===== src/design/mce_pkg.sv =====
// Package: code word table, character classification and shared types for the Morse encoder
`default_nettype none
package mce_pkg;

    localparam int unsigned WORD_W  = 27;
    localparam int unsigned CHAR_W  = 8;
    localparam int unsigned IDX_W   = 6;
    localparam int unsigned TAB_LEN = 44;

    typedef logic [WORD_W-1:0] t_word;
    typedef logic [CHAR_W-1:0] t_char;
    typedef logic [IDX_W-1:0]  t_idx;

    typedef struct packed {
        logic full;
        logic empty;
    } t_q_status;

    localparam t_idx IDX_LETTER_A = 6'd0;
    localparam t_idx IDX_DIGIT0   = 6'd26;
    localparam t_idx IDX_SPACE    = 6'd36;
    localparam t_idx IDX_LONGSP   = 6'd37;
    localparam t_idx IDX_PERIOD   = 6'd38;
    localparam t_idx IDX_COMMA    = 6'd39;
    localparam t_idx IDX_QUEST    = 6'd40;
    localparam t_idx IDX_SLASH    = 6'd41;
    localparam t_idx IDX_APOS     = 6'd42;
    localparam t_idx IDX_EXCL     = 6'd43;

    localparam t_char CH_SPACE  = 8'd32;
    localparam t_char CH_EXCL   = 8'd33;
    localparam t_char CH_APOS   = 8'd39;
    localparam t_char CH_COMMA  = 8'd44;
    localparam t_char CH_PERIOD = 8'd46;
    localparam t_char CH_SLASH  = 8'd47;
    localparam t_char CH_ZERO   = 8'd48;
    localparam t_char CH_NINE   = 8'd57;
    localparam t_char CH_QUEST  = 8'd63;
    localparam t_char CH_UC_A   = 8'd65;
    localparam t_char CH_UC_Z   = 8'd90;
    localparam t_char CH_LC_A   = 8'd97;
    localparam t_char CH_LC_Z   = 8'd122;

    localparam t_word CODE_TABLE [TAB_LEN] = '{
        27'h000011D, 27'h0001157, 27'h00045D7, 27'h0000457, 27'h0000011,
        27'h0001175, 27'h0001177, 27'h0000455, 27'h0000045, 27'h0011DDD,
        27'h00011D7, 27'h000115D, 27'h0000477, 27'h0000117, 27'h0004777,
        27'h00022DD, 27'h0011D77, 27'h000045D, 27'h0000115, 27'h0000047,
        27'h0000475, 27'h00011D5, 27'h00011DD, 27'h0004757, 27'h0011DD7,
        27'h0004577, 27'h0477777, 27'h011DDDD, 27'h0047775, 27'h0011DD5,
        27'h0004755, 27'h0001155, 27'h0004557, 27'h0011577, 27'h0045777,
        27'h0117777, 27'h0000010, 27'h0000080, 27'h101D75D, 27'h4077577,
        27'h4057751, 27'h0011757, 27'h015DDDD, 27'h04775D7
    };

    function automatic t_idx char_index(input t_char c);
        t_idx idx;
        case (c)
            CH_SPACE:  idx = IDX_SPACE;
            CH_PERIOD: idx = IDX_PERIOD;
            CH_COMMA:  idx = IDX_COMMA;
            CH_QUEST:  idx = IDX_QUEST;
            CH_SLASH:  idx = IDX_SLASH;
            CH_APOS:   idx = IDX_APOS;
            CH_EXCL:   idx = IDX_EXCL;
            default: begin
                if (c inside {[CH_ZERO:CH_NINE]}) begin
                    idx = IDX_W'(c - CH_ZERO) + IDX_DIGIT0;
                end else if (c inside {[CH_LC_A:CH_LC_Z]}) begin
                    idx = IDX_W'(c - CH_LC_A) + IDX_LETTER_A;
                end else if (c inside {[CH_UC_A:CH_UC_Z]}) begin
                    idx = IDX_W'(c - CH_UC_A) + IDX_LETTER_A;
                end else begin
                    idx = IDX_LONGSP;
                end
            end
        endcase
        return idx;
    endfunction

    function automatic t_word code_word(input t_char c);
        t_idx idx;
        idx = char_index(c);
        return CODE_TABLE[idx];
    endfunction

endpackage
`default_nettype wire


===== src/design/mce_if.sv =====
// Interfaces: character input channel and key unit output channel
`default_nettype none
interface mce_char_if;
    logic                  valid;
    logic                  ready;
    logic [7:0]            char_code;
    modport source (output valid, output char_code, input ready);
    modport sink   (input valid, input char_code, output ready);
endinterface

interface mce_unit_if;
    logic valid;
    logic ready;
    logic key_on;
    logic last_unit;
    modport source (output valid, output key_on, output last_unit, input ready);
    modport sink   (input valid, input key_on, input last_unit, output ready);
endinterface
`default_nettype wire


===== src/design/mce_front.sv =====
// Front end: accept a character, classify it and register its code word
`default_nettype none
module mce_front (
    input  wire               i_clk,
    input  wire               i_rst_n,
    mce_char_if.sink          i_char,
    output logic              o_push_valid,
    input  wire               i_push_ready,
    output mce_pkg::t_word    o_push_word
);

    logic           r_valid;
    logic           n_valid;
    mce_pkg::t_word r_word;
    mce_pkg::t_word n_word;
    logic           accept;

    assign i_char.ready = !r_valid || i_push_ready;
    assign accept       = i_char.valid && i_char.ready;
    assign o_push_valid = r_valid;
    assign o_push_word  = r_word;

    always_comb begin
        n_valid = r_valid;
        n_word  = r_word;
        if (accept) begin
            n_valid = 1'b1;
            n_word  = mce_pkg::code_word(i_char.char_code);
        end else if (i_push_ready) begin
            n_valid = 1'b0;
        end
    end

    always_ff @(posedge i_clk) begin
        if (!i_rst_n) begin
            r_valid <= 1'b0;
        end else begin
            r_valid <= n_valid;
        end
        r_word <= n_word;
    end

endmodule
`default_nettype wire


===== src/design/mce_fifo.sv =====
// Short code word queue between the front end and the shifter
`default_nettype none
module mce_fifo #(
    parameter int unsigned DEPTH = 2
) (
    input  wire                 i_clk,
    input  wire                 i_rst_n,
    input  wire                 i_push_valid,
    output logic                o_push_ready,
    input  mce_pkg::t_word      i_push_word,
    output logic                o_pop_valid,
    input  wire                 i_pop_ready,
    output mce_pkg::t_word      o_pop_word,
    output mce_pkg::t_q_status  o_status
);

    localparam int unsigned PTR_W = (DEPTH > 1) ? $clog2(DEPTH) : 1;
    localparam int unsigned CNT_W = $clog2(DEPTH + 1);

    mce_pkg::t_word r_mem [DEPTH];
    logic [PTR_W-1:0] r_wr;
    logic [PTR_W-1:0] n_wr;
    logic [PTR_W-1:0] r_rd;
    logic [PTR_W-1:0] n_rd;
    logic [CNT_W-1:0] r_cnt;
    logic [CNT_W-1:0] n_cnt;
    logic             push;
    logic             pop;

    assign o_push_ready = (r_cnt != CNT_W'(DEPTH));
    assign o_pop_valid  = (r_cnt != '0);
    assign o_pop_word   = r_mem[r_rd];
    assign push         = i_push_valid && o_push_ready;
    assign pop          = o_pop_valid && i_pop_ready;
    assign o_status     = '{full: !o_push_ready, empty: !o_pop_valid};

    always_comb begin
        n_wr  = r_wr;
        n_rd  = r_rd;
        n_cnt = r_cnt + CNT_W'(push) - CNT_W'(pop);
        if (push) begin
            n_wr = (r_wr == PTR_W'(DEPTH - 1)) ? '0 : r_wr + 1'b1;
        end
        if (pop) begin
            n_rd = (r_rd == PTR_W'(DEPTH - 1)) ? '0 : r_rd + 1'b1;
        end
    end

    always_ff @(posedge i_clk) begin
        if (!i_rst_n) begin
            r_wr  <= '0;
            r_rd  <= '0;
            r_cnt <= '0;
        end else begin
            r_wr  <= n_wr;
            r_rd  <= n_rd;
            r_cnt <= n_cnt;
        end
        if (push) begin
            r_mem[r_wr] <= i_push_word;
        end
    end

endmodule
`default_nettype wire


===== src/design/mce_back.sv =====
// Back end: shift the code word out one key unit per item into an output register
`default_nettype none
module mce_back (
    input  wire               i_clk,
    input  wire               i_rst_n,
    input  wire               i_pop_valid,
    output logic              o_pop_ready,
    input  mce_pkg::t_word    i_pop_word,
    mce_unit_if.source        o_unit
);

    localparam int unsigned W = mce_pkg::WORD_W;

    mce_pkg::t_word r_sh;
    mce_pkg::t_word n_sh;
    logic           r_out_valid;
    logic           n_out_valid;
    logic           r_key;
    logic           n_key;
    logic           r_last;
    logic           n_last;
    logic           active;
    logic           last_now;
    logic           emit;

    assign active      = (r_sh[W-1:1] != '0);
    assign last_now    = (r_sh[W-1:2] == '0);
    assign emit        = active && (!r_out_valid || o_unit.ready);
    assign o_pop_ready = !active || (emit && last_now);

    assign o_unit.valid     = r_out_valid;
    assign o_unit.key_on    = r_key;
    assign o_unit.last_unit = r_last;

    always_comb begin
        n_sh        = r_sh;
        n_out_valid = r_out_valid;
        n_key       = r_key;
        n_last      = r_last;
        if (i_pop_valid && o_pop_ready) begin
            n_sh = i_pop_word;
        end else if (emit) begin
            n_sh = {1'b0, r_sh[W-1:1]};
        end
        if (emit) begin
            n_out_valid = 1'b1;
            n_key       = r_sh[0];
            n_last      = last_now;
        end else if (o_unit.ready) begin
            n_out_valid = 1'b0;
        end
    end

    always_ff @(posedge i_clk) begin
        if (!i_rst_n) begin
            r_sh        <= '0;
            r_out_valid <= 1'b0;
        end else begin
            r_sh        <= n_sh;
            r_out_valid <= n_out_valid;
        end
        r_key  <= n_key;
        r_last <= n_last;
    end

endmodule
`default_nettype wire


===== src/design/morse_char_encoder_core.sv =====
// Top level: Morse character encoder, front end, code word queue and shifter
//
// Usage:
//   i_char carries one 8-bit character per item (valid/ready). Lower-case
//   letters are sent as upper case; characters outside the table go out as
//   a long space of seven key-off units.
//   o_unit carries one key unit per item: key_on for a dot or dash unit and
//   last_unit on the final unit of the character, letter gap included.
// Timing:
//   A character yields 4 to 26 units, one per cycle while o_unit is ready.
//   When the block is idle, a taken character's code word passes the front
//   register, the queue, the shifter and the output register before its
//   first unit leaves. The shifter loads the next code word on the cycle of
//   the previous last unit, so characters follow without a gap.
//   i_char stays ready while the queue of DEPTH code words plus the front
//   register have room, so it is taken while earlier units are still going.
// Reset and stall:
//   A synchronous active-low reset empties the queue and drops all pending
//   units. When o_unit is not ready the current unit holds and the shifter
//   waits; the queue fills and then i_char goes not ready.
`default_nettype none
module morse_char_encoder_core #(
    parameter int unsigned DEPTH = 2
) (
    input  wire          i_clk,
    input  wire          i_rst_n,
    mce_char_if.sink     i_char,
    mce_unit_if.source   o_unit
);

    logic               push_valid;
    logic               push_ready;
    mce_pkg::t_word     push_word;
    logic               pop_valid;
    logic               pop_ready;
    mce_pkg::t_word     pop_word;
    mce_pkg::t_q_status q_status;

    mce_front u_front (
        .i_clk        (i_clk),
        .i_rst_n      (i_rst_n),
        .i_char       (i_char),
        .o_push_valid (push_valid),
        .i_push_ready (push_ready),
        .o_push_word  (push_word)
    );

    mce_fifo #(
        .DEPTH (DEPTH)
    ) u_fifo (
        .i_clk        (i_clk),
        .i_rst_n      (i_rst_n),
        .i_push_valid (push_valid),
        .o_push_ready (push_ready),
        .i_push_word  (push_word),
        .o_pop_valid  (pop_valid),
        .i_pop_ready  (pop_ready),
        .o_pop_word   (pop_word),
        .o_status     (q_status)
    );

    mce_back u_back (
        .i_clk       (i_clk),
        .i_rst_n     (i_rst_n),
        .i_pop_valid (pop_valid),
        .o_pop_ready (pop_ready),
        .i_pop_word  (pop_word),
        .o_unit      (o_unit)
    );

    a_queue_state: assert property (@(posedge i_clk) disable iff (!i_rst_n)
        !(q_status.full && q_status.empty))
        else $error("queue reports full and empty at once");

    a_word_marker: assert property (@(posedge i_clk) disable iff (!i_rst_n)
        push_valid |-> (push_word[mce_pkg::WORD_W-1:1] != '0))
        else $error("code word without any key unit");

    a_reset_quiet: assert property (@(posedge i_clk)
        !i_rst_n |=> !o_unit.valid)
        else $error("key unit offered right after reset");

    a_pop_empty: assert property (@(posedge i_clk) disable iff (!i_rst_n)
        q_status.empty |-> !pop_valid)
        else $error("queue offers a word while empty");

endmodule
`default_nettype wire


===== src/flat_wrapper.sv =====
// flat-port wrapper written by rule: the top's interface ports become plain ports
module morse_char_encoder_core_flat 
#(
    parameter int unsigned DEPTH = 2
)
  (i_clk, i_rst_n, i_char_valid, i_char_char_code, i_char_ready, o_unit_valid, o_unit_key_on, o_unit_last_unit, o_unit_ready);
  mce_char_if i_char_i ();
  mce_unit_if o_unit_i ();
  input  wire i_clk;
  input  wire i_rst_n;
  input wire logic [$bits(i_char_i.valid)-1:0] i_char_valid;
  input wire logic [$bits(i_char_i.char_code)-1:0] i_char_char_code;
  output wire logic [$bits(i_char_i.ready)-1:0] i_char_ready;
  output wire logic [$bits(o_unit_i.valid)-1:0] o_unit_valid;
  output wire logic [$bits(o_unit_i.key_on)-1:0] o_unit_key_on;
  output wire logic [$bits(o_unit_i.last_unit)-1:0] o_unit_last_unit;
  input wire logic [$bits(o_unit_i.ready)-1:0] o_unit_ready;
  assign i_char_i.valid = i_char_valid;
  assign i_char_i.char_code = i_char_char_code;
  assign i_char_ready = i_char_i.ready;
  assign o_unit_valid = o_unit_i.valid;
  assign o_unit_key_on = o_unit_i.key_on;
  assign o_unit_last_unit = o_unit_i.last_unit;
  assign o_unit_i.ready = o_unit_ready;
  morse_char_encoder_core #(.DEPTH(DEPTH)) u_core (.i_clk(i_clk), .i_rst_n(i_rst_n), .i_char(i_char_i), .o_unit(o_unit_i));
endmodule

===== config.mk =====
export PLATFORM = sky130hd
export DESIGN_NAME = morse_char_encoder_core_flat
export DESIGN_NICKNAME = d
export VERILOG_FILES = /design/src/design/mce_pkg.sv /design/src/design/mce_if.sv /design/src/design/mce_front.sv /design/src/design/mce_fifo.sv /design/src/design/mce_back.sv /design/src/design/morse_char_encoder_core.sv /design/src/flat_wrapper.sv
export SDC_FILE = /design/constraint.sdc
export NUM_CORES = 1
export LEC_CHECK = 0
export ABC_AREA = 1
export BUFFER_PORTS_ARGS = -buffer_cell sky130_fd_sc_hd__buf_2
export CORE_MARGIN = 5
export CORE_UTILIZATION = 60
export DETAILED_ROUTE_END_ITERATION = 10
export PLACE_DENSITY = 0.8
export SETUP_SLACK_MARGIN = 0.2
export SLEW_MARGIN = 0
export SYNTH_ARGS = -nofsm -noshare
export SYNTH_HDL_FRONTEND = slang
export SYNTH_SLANG_ARGS = --single-unit

===== constraint.sdc =====
create_clock -name i_clk -period 4.1 [get_ports i_clk]
set_clock_uncertainty 0.05 [all_clocks]
set_input_delay 0 -clock i_clk [delete_from_list [all_inputs] [get_ports i_clk]]
set_output_delay 0 -clock i_clk [all_outputs]
set_load 0.02 [all_outputs]

==> results.sh <==
export IMPL_syn_nets=707
export IMPL_path_buf_inv=4
export IMPL_synth_seq_cells=105
export IMPL_postSynthCellCount=676
export IMPL_rows=35
export IMPL_vias=4546
export IMPL_nets=713
export IMPL_dieArea_um2=11490
export IMPL_antenna_found_initial=0
export IMPL_grt_max_degree=29
export IMPL_synth_top_area_cell="edfxtp_1"
export IMPL_ys_async_sr_fraction_pct=0
export IMPL_core_um2=9240
export IMPL_syn_area_per_cell_um2=8.386
export IMPL_syn_area_um2=5669
export IMPL_synth_main_ff_cell="edfxtp_1"
export IMPL_drtIter0Drc=387
export IMPL_cts_made_buffers=9
export IMPL_synth_common_cells="nand2_1 (239), edfxtp_1 (71), nand3_1 (53)"
export IMPL_route_detailed_drc=0
export IMPL_finalHoldViolations=0
export IMPL_area_delta_synth_final_pct=5.407
export IMPL_hp_class="in -> reg"
export IMPL_multiInputGateArea_um2=2487
export IMPL_synthTopCellsByArea="edfxtp_1 (38%), nand2_1 (16%), dfxtp_1 (12%)"
export IMPL_vias_per_cell=5.571
export IMPL_required_ps=4180
export IMPL_synth_edf_count=71
export IMPL_cts_reportedPaths_clkPinSlew_ps=100
export IMPL_worstPathCellList="buf_2 > inv_1 > ha_1 > o21ai_2 > nand2_2 > nand2_4 > nand3_2 > nand2_1 > nand4_1 > inv_1 > ha_1 > inv_1 > nand3_1 > nand3_1 > nand3_1 > nand3_1 > nand2_1"
export IMPL_synth_most_common_cell="nand2_1"
export IMPL_vdd_ir_drop_max_mv=0.7654
export IMPL_setup_viol=0
export IMPL_p_leak_nw=2.476
export IMPL_worstSetupPathType="in -> reg"
export IMPL_cts_tree="done"
export IMPL_yosys_warnings=0
export IMPL_worstMarginPinSlew_ps=1171
export IMPL_path_common_cell="nand3_1"
export IMPL_rsz0062_at_grt="no"
export IMPL_htreeDepth=3
export IMPL_clockRootBuffer="clkbuf_8"
export IMPL_die_y_um=107.2
export IMPL_ioPinCount=16
export IMPL_track_usage_pct=22.31
export IMPL_dpl_hpwl_um=8738
export IMPL_synthDistinctLibCells=35
export IMPL_cp_top_family="simple AND/OR/NAND/NOR gates"
export IMPL_slowest_stage="nand4_1"
export IMPL_grt_ovfl_total=0
export IMPL_start_util_pct=61.35
export IMPL_die_width_um=107.2
export IMPL_diodes=0
export IMPL_drive_gt1_share_pct=12.95
export IMPL_cts_sinks=105
export IMPL_grt_pass1_vias=4295
export IMPL_regArea_um2=2813
export IMPL_maxCapViolCount=0
export IMPL_yosysSeqAreaShare_pct=49.61
export IMPL_max_clock_path_buffers=2
export IMPL_pwr_density_cell_nw_per_um2=600.0
export IMPL_nFillCells=769
export IMPL_worstPathArrival_ps=2680
export IMPL_worstPathMaxFanout=11
export IMPL_worst_skew_pair_late_latency_ps=360
export IMPL_finalMaxSlewViolations=0
export IMPL_cts_resized=0
export IMPL_crit_path_end_kind="flip-flop"
export IMPL_max_freq_mhz=385.5
export IMPL_outcome="finished clean"
export IMPL_start_kind="input pin"
export IMPL_postLayoutCellArea_um2=5976
export IMPL_fin_setup_tns_ps=0
export IMPL_cpPeakStageDelay_ps=390
export IMPL_period_share_pct=63.28
export IMPL_routed_wl_um=12210
export IMPL_wl_per_cell_um=14.96
export IMPL_dr_pass1_iters=7
export IMPL_grt_pass1_wl_um=20440
export IMPL_portBuffers=15
export IMPL_ant_nets=0
export IMPL_relSlewSlack_pct=21.87
export IMPL_cts_setup_buffers=0
export IMPL_routabilityCongestion=0.9521
export IMPL_synth_top_area_share_pct=37.61
export IMPL_dpl_instance_area_um2=5762
export IMPL_period_needed_ps=2594
==> worst register-to-register path, stage by stage, from the launching register on <==
cell     delay, ps
dfxtp_1        350
nor4_1         300
nand4_1        220
nor3_2         530
ha_1           340
inv_1           60
ha_1           160
xor2_1         180
o21ai_0         90
a21oi_1        110
==> layout by cell type, fill, tap and decap left out, types with 4 or more instances in the layout <==
cell | Yosys | final
edfxtp_1 | 71 | 71
clkbuf_8 | 0 | 9
inv_1 | 39 | 39
nor2_1 | 41 | 39
nor2_2 | 8 | 10
nand3_2 | 4 | 4
dfxtp_1 | 34 | 34
xor2_1 | 6 | 6
o21ai_1 | 5 | 5
nand4_1 | 7 | 7
inv_2 | 15 | 15
nor3_2 | 4 | 4
nor2_4 | 4 | 4
ha_1 | 19 | 19
buf_2 | 5 | 15
a31oi_1 | 18 | 18
nor4_1 | 4 | 4
a21oi_1 | 28 | 28
nand2_1 | 239 | 239
nand3_1 | 53 | 53
nand2_2 | 10 | 10
nand2_4 | 4 | 4
o21ai_0 | 22 | 22
==> power breakdown <==
part	internal [mW]	switching (mW)	leakage, nW	total, mW
registers	1.38	0.125	0.954	1.51
clock network	0.231	0.361	0.0848	0.592
logic	0.407	1.08	1.44	1.49
total	2.02	1.57	2.48	3.59
==> area by class of cell <==
class / instances / share of cell area [%]
flip-flops and latches: 105 / 47.07
inverters: 56 / 3.518
repair buffers: 20 / 2.010
clock inverters: 7 / 1.005
well taps: 129 / 2.701
multi-input cells: 490 / 41.62
clock buffers: 9 / 2.073
==> through the flow <==
| stage | utilization [%] | hold WS [ps] | total power [mW] | worst slack [ps] | std cells |
|---|---|---|---|---|---|
| floorplan | - | 43.45 | 2.625 | 1756 | 676 |
| global placement | 62.36 | 231.6 | 2.940 | 1316 | 797 |
| global route | 64.67 | 384.6 | 3.837 | 1303 | 816 |
| finish | 64.67 | 346.1 | 3.586 | 1506 | 816 |
| CTS | 64.67 | 337.8 | 3.581 | 1572 | 816 |
| detailed placement | 62.36 | 242.6 | 2.991 | 1165 | 797 |
==> registers in the layout, indices dropped and copies added (netlist names), named ones only <==
signal / count
u_core.u_front.o_push_valid: 1
u_core.u_fifo.r_wr: 1
u_core.u_back.o_unit.key_on: 1
u_core.u_front.o_push_word: 23
u_core.u_fifo.r_rd: 1
u_core.u_fifo.r_cnt: 2
u_core.u_back.r_sh: 27
u_core.u_back.o_unit.last_unit: 1
u_core.u_back.o_unit.valid: 1
u_core.u_fifo.r_mem: 46
==> metal layers <==
layer	up-vias	share of wire (%)	global-route usage [%]
met5	-	0	0
met4	0	2.9	8.676
met3	30	5.0	2.709
met2	150	50	37.94
met1	2120	42	29.08
li1	2246	-	-
==> kinds of logic after synthesis <==
kind of cell | synth area share (%)
and+or+nand+nor | 30.66
DFF | 49.61
buffers and inverters | 6.599
AOI/OAI and AO/OA | 7.835
adders and majority gates | 4.193
xor gates and xnor gates | 0.9269
muxes | 0.1766
==> timing repair <==
action                                  CTS  global route
hold endpoints to repair                 10             0
hold buffers                              3             0
endpoints found under the setup margin    0             0
==> final timing paths <==
| check | from | endpoint | slack (ps) | cells after the start |
|---|---|---|---|---|
| min | i_char_char_code[5] | u_core.u_front.o_push_word[0] | 350 | 5 |
| max reg2reg | u_core.u_back.r_sh[12] | u_core.u_fifo.r_cnt[1] | 1660 | 9 |
| min reg2reg | u_core.u_back.r_sh[0] | u_core.u_back.o_unit.key_on | 390 | 0 |
| max | i_char_char_code[1] | u_core.u_front.o_push_word[7] | 1510 | 17 |
No activity file was read; power rests on OpenSTA's default activity.
